### config.mk
export PLATFORM = sky130hd
export DESIGN_NAME = strn_mul
export DESIGN_NICKNAME = d
export VERILOG_FILES = /design/src/rtl/core/strn_pkg.sv /design/src/rtl/core/strn_mul.sv
export SDC_FILE = /design/constraint.sdc
export NUM_CORES = 2
export LEC_CHECK = 0
export BUFFER_PORTS_ARGS = -buffer_cell sky130_fd_sc_hd__buf_4
export CAP_MARGIN = 10
export CORE_MARGIN = 4
export CORE_UTILIZATION = 40
export DETAILED_ROUTE_END_ITERATION = 12
export PLACE_DENSITY = 0.54
export SYNTH_ARGS = -nofsm -noshare
export SYNTH_HDL_FRONTEND = slang
export SYNTH_SLANG_ARGS = --single-unit
export TNS_END_PERCENT = 20
### constraint.sdc
create_clock -name clk -period 9.44 [get_ports clk]
set_input_delay 1.416 -clock clk [delete_from_list [all_inputs] [get_ports clk]]
set_output_delay 1.416 -clock clk [all_outputs]
set_load 0.02 [all_outputs]
### src/rtl/core/strn_pkg.sv
// Shared constants and types for the spin-orbit torque right-hand-side node unit.
package strn_pkg;

  // Magnitude width of every clamped product, and the clamp value itself.
  localparam int MAG_W = 62;
  localparam logic [MAG_W-1:0] MAG_CAP = 62'h3FFF_FFFF_FFFF_FFFF;

  // Width of the saturated 48-bit right-hand side.
  localparam int RHS_W = 48;

  // Configuration register indexes.
  typedef enum logic [2:0] {
    CFG_ENABLE   = 3'd0,
    CFG_SCALE    = 3'd1,
    CFG_ENVELOPE = 3'd2,
    CFG_XI_DL    = 3'd3,
    CFG_XI_FL    = 3'd4,
    CFG_SPIN_X   = 3'd5,
    CFG_SPIN_Y   = 3'd6,
    CFG_SPIN_Z   = 3'd7
  } cfg_reg_t;

endpackage

### src/rtl/core/strn_mul.sv
// Two-stage sign-magnitude multiplier with right shift and magnitude clamp.
module strn_mul #(
  parameter int AW = 32,
  parameter int BW = 32,
  parameter int SH = 16
) (
  input  logic                       clk,
  input  logic                       en,
  input  logic                       a_neg,
  input  logic [AW-1:0]              a_mag,
  input  logic                       b_neg,
  input  logic [BW-1:0]              b_mag,
  output logic                       p_neg,
  output logic [strn_pkg::MAG_W-1:0] p_mag
);
  import strn_pkg::*;

  localparam int AL = (AW + 1) / 2;
  localparam int AH = AW - AL;
  localparam int BL = (BW + 1) / 2;
  localparam int BH = BW - BL;
  localparam int PW = AW + BW;

  logic [AL+BL-1:0] pp_ll;
  logic [AL+BH-1:0] pp_lh;
  logic [AH+BL-1:0] pp_hl;
  logic [AH+BH-1:0] pp_hh;
  logic             neg1;
  logic [PW-1:0]    sum;
  logic [PW-1:0]    shd;

  // First stage: four half-width partial products.
  always_ff @(posedge clk) begin
    if (en) begin
      pp_ll <= a_mag[AL-1:0] * b_mag[BL-1:0];
      pp_lh <= a_mag[AL-1:0] * b_mag[BW-1:BL];
      pp_hl <= a_mag[AW-1:AL] * b_mag[BL-1:0];
      pp_hh <= a_mag[AW-1:AL] * b_mag[BW-1:BL];
      neg1  <= a_neg ^ b_neg;
    end
  end

  // Second stage: combine, truncate toward zero and clamp the magnitude.
  assign sum = PW'(pp_ll) + (PW'(pp_lh) << BL) + (PW'(pp_hl) << AL)
             + (PW'(pp_hh) << (AL + BL));
  assign shd = sum >> SH;

  always_ff @(posedge clk) begin
    if (en) begin
      p_neg <= neg1;
      p_mag <= (shd > PW'(MAG_CAP)) ? MAG_CAP : shd[MAG_W-1:0];
    end
  end

endmodule

### Word-level counts from Yosys, hierarchy flattened

Index checks and enable logic that the tools add are counted.

* register bits after elaboration: 192
* input bits: 68
* output and inout port bits: 63
* word-level logic and storage cells: 18

* order comparisons: 1
* $mul: 4
* bitwise operators: 1
* add/sub/neg operators: 3
* multiplexer cells: 1

Operators with widths (count)
* $mul 16x16->32: 4
* $add 50x64->64: 1
* $gt 48x62->1 const B: 1
* $mux 62: 1
* $add 49x48->50: 1
* $add 32x48->49: 1
* $xor 1x1->1: 1

### Logic depth before layout (Yosys ltp)

* word-level depth: 5
* mapped depth: 23
* gate-level depth less buffers: 22

### Worst setup path after synthesis

OpenSTA, ideal clock, no wires.

* kind: input to register
* start: input port b_mag[1]
* end: register pp_hl[26] (data pin)
* arrival: 6.822 ns
* data required time: 9.175 ns
* setup time: 0.265 ns
* setup slack: 2.353 ns
* cell stages on the path: 20
* path buffers: 1
* cells stage by stage: clkbuf_1 > nand2_1 > fa_1 > fa_1 > fa_1 > fa_1 > inv_1 > fa_1 > inv_1 > fa_1 > inv_1 > ha_1 > and3_1 > and3_1 > o211a_1 > o311a_1 > nor3_1 > o21a_1 > o21ai_0 > xor2_1

* cells in the longest elaborated chain, start to end: 1

Ends and longest elaborated chain
* start: declaration: line strn_mul.sv:12 `input logic [BW-1:0] b_mag,`
* $mul 16x16->32: line strn_mul.sv:37 `pp_hl <= a_mag[AW-1:AL] * b_mag[BL-1:0];`
* end signal: assignment: line strn_mul.sv:37
* end: declaration: line strn_mul.sv:26 `logic [AH+BL-1:0] pp_hl;`

Every way passes these cells.
A chain may end at the register's enable or synchronous reset.

### Worst setup path after layout

* start: input port b_mag[17]
* end: register pp_lh[27] (data pin)

* cells in the longest elaborated chain, start to end: 1

Ends and longest elaborated chain
* $mul 16x16->32: line strn_mul.sv:36 `pp_lh <= a_mag[AL-1:0] * b_mag[BW-1:BL];`
* end signal: assignment: line strn_mul.sv:36
* end: declaration: line strn_mul.sv:25 `logic [AL+BH-1:0] pp_lh;`

Every way passes these cells.

==> run metrics <==
maximum clock path buffer count=2; fmax=130 MHz; largest area contributor in the synthesized netlist=fa_1; Period minus WS final=7700 ps; Initial DRC Count=roughly 1400; largest net degree at the start of global routing=68; worst-path maximum fanout=32; WP data required=9740 ps; DP Wirelength=around 84000 um; Distinct cells, synth=75; FF-to-FF path depth=10; Routed Wire Length=between 100000 and 150000 um; DRC viols=0; WP data arrival=8000 ps; CP Capture Type=flop; crit start category=input port; nets@finish=5690; vias per inst=between 5 and 6; share of synthesized flip-flops with an asynchronous set or reset=0%; post-synthesis sequential area ratio=between 10% and 20%; CTS tree=yes; root buffer cell=clkbuf_16; H-tree depth=4; Die H=330 um; CTS resizes=0; Yosys Warn Count=0; Synth top area share=a little under 40%; synthesized flop and latch total=162; clock buffer count from CTS=17; Mapped Cells=4430; synth top area cells=fa_1 (39%), ha_1 (13%), edfxtp_1 (12%); post-synthesis cell area=41400 um^2; Reg clk slew, reported paths=80 ps; Clk Latency, worst-skew pair=500 ps; Core ar.=102000 um^2; Mean Syn Cell Area=roughly 9.3 um^2; Setup Buffers After CTS=0; Period Utilization, post-route=about four fifths; Worst slew margin=30.3%; port bufs=116; Setup CP Type=input port to flop; # setup viols final=0; Initial Util=just over 40%; final worst slack=1740 ps; worst slew pin tran=1040 ps; hold_buf cts=0; die width=between 300 and 400 um; drt pass-1 iters=5; clock tree sinks=162; RSZ-0062 raised after global routing=no; vias post-DR=around 29000; I/O pin cnt=between 100 and 150; gr usage total=20.9%; Main synth FF type=edfxtp_1; DIE AREA=around 110000 um^2; Hold Fails Final Rpt=0; Post-DRT Antenna Nets=0; Hold Crit Depth=0; Setup TNS=0 ps; Final Max Slew Viols=0; clk_skew=about 23 ps; Hold Crit Class=flop to flop; # rows=~120; initial antenna violation count=8; first-pass GRT wire length=between 150000 and 200000 um; GRT overflow=0; DR WL/cell=between 15 and 20 um; Area Growth Syn to Fin=5.79%; status=finished clean; dpl ws=approximately 1300 ps; Post-synth EDFFs=about 160; Min Hold Slack=432 ps; layout cells sized above 1=between 4 and 5%; vias in the first global route=31700; max-cap violation count=0; RD Place Congestion=0.849
-- registers in the layout (all words and copies together) (netlist names) --
name	count
p_mag	48
pp_ll	16
pp_hh	32
neg1	1
pp_hl	32
pp_lh	32
p_neg	1
-- layout make-up --
class                   instances  area (um^2)
clock inverters                14          149
multi-input cells            3113        32100
flip-flops and latches        162         4860
inverters                     947         3550
diodes                          4         10.0
clock buffers                  18          429
fillers                     10200        58500
repair buffers                128          965
well taps                    1368         1710
-- cell usage in the layout, fill, tap and decap left out, types with 5 or more instances in the layout --
cell	n
o21ai_0	70
inv_1	947
a31oi_1	10
nand3_1	28
xnor2_1	90
fa_1	808
a21boi_0	6
nand2b_1	13
conb_1	14
o211ai_1	13
or2_2	6
nand2_1	618
o21bai_1	27
nand4_1	18
o31ai_1	6
a221oi_1	5
and2_1	473
a21o_1	65
nor4_1	8
a21oi_1	112
xor2_1	43
nor2b_1	10
ha_1	445
o21a_1	19
buf_4	127
a2111oi_0	8
nor3_1	26
a211oi_1	16
clkbuf_16	17
edfxtp_1	162
and3_1	14
or4_1	7
nor2_1	67
-- metrics by stage --
stage	instance area [um^2]	utilization, %	std cells
2_1_floorplan	41400	-	4443
3_3_place_gp	43200	42.2	5718
3_5_place_dp	43200	42.2	5718
4_1_cts	43800	42.8	5750
5_1_grt	43800	42.8	5750
6_report	43800	42.8	5754
-- synth_stat cells, drive strengths merged, types with 6 or more instances --
master,number
a2111oi,10
a211oi,16
a21boi,6
a21o,65
a21oi,112
a221oi,6
a31oi,10
and2,473
and3,16
buf,18
clkbuf,203
edfxtp,162
fa,808
ha,445
inv,947
nand2,618
nand2b,13
nand3,28
nand4,18
nor2,68
nor2b,10
nor3,26
nor4,8
o211ai,13
o21a,19
o21ai,72
o21bai,27
o31ai,6
or2,7
or4,7
xnor2,90
xor2,43
-- cell families after synthesis --
| group | after synthesis | share of synthesized area [%] |
|---|---|---|
| and+or+nand+nor | 1309 | 15.6 |
| AOI/OAI and AO/OA | 400 | 6.43 |
| buffers and inverters | 1168 | 10.8 |
| xor gates and xnor gates | 133 | 2.81 |
| DFF | 162 | 11.8 |
| other | 1 | 0.00906 |
| muxes | 4 | 0.0967 |
| adders and majority gates | 1253 | 52.5 |
-- metal layers --
layer | GRT usage, % | up-vias | routed length, um
met5 | 0 | - | 18
met4 | 3.33 | 2 | 1040
met3 | 2.48 | 68 | 4440
met2 | 34.7 | 547 | 50800
met1 | 29.9 | 15100 | 51300
li1 | - | 13400 | -
-- worst max-delay path, stage by stage --
cell,delay (ps)
buf_4,370
nand2_1,150
fa_1,530
fa_1,510
fa_1,520
inv_1,50
fa_1,500
fa_1,490
inv_1,50
fa_1,480
inv_1,40
ha_1,340
a21o_1,230
or3_1,310
o21ai_0,660
o21ai_0,270
a221oi_1,570
o31ai_1,180
xor2_1,290
-- path summary, 6_finish.rpt --
kind                  start  slack, ps        end
hold reg to reg        neg1        430      p_neg
setup reg to reg  pp_ll[18]       5090  p_mag[44]
hold / removal         neg1        430      p_neg
setup / recovery  b_mag[17]       1740  pp_lh[27]
Power is left out: the tool's default activity adds up to more than one toggle a clock period on the data nets, which glitch-free logic cannot reach.
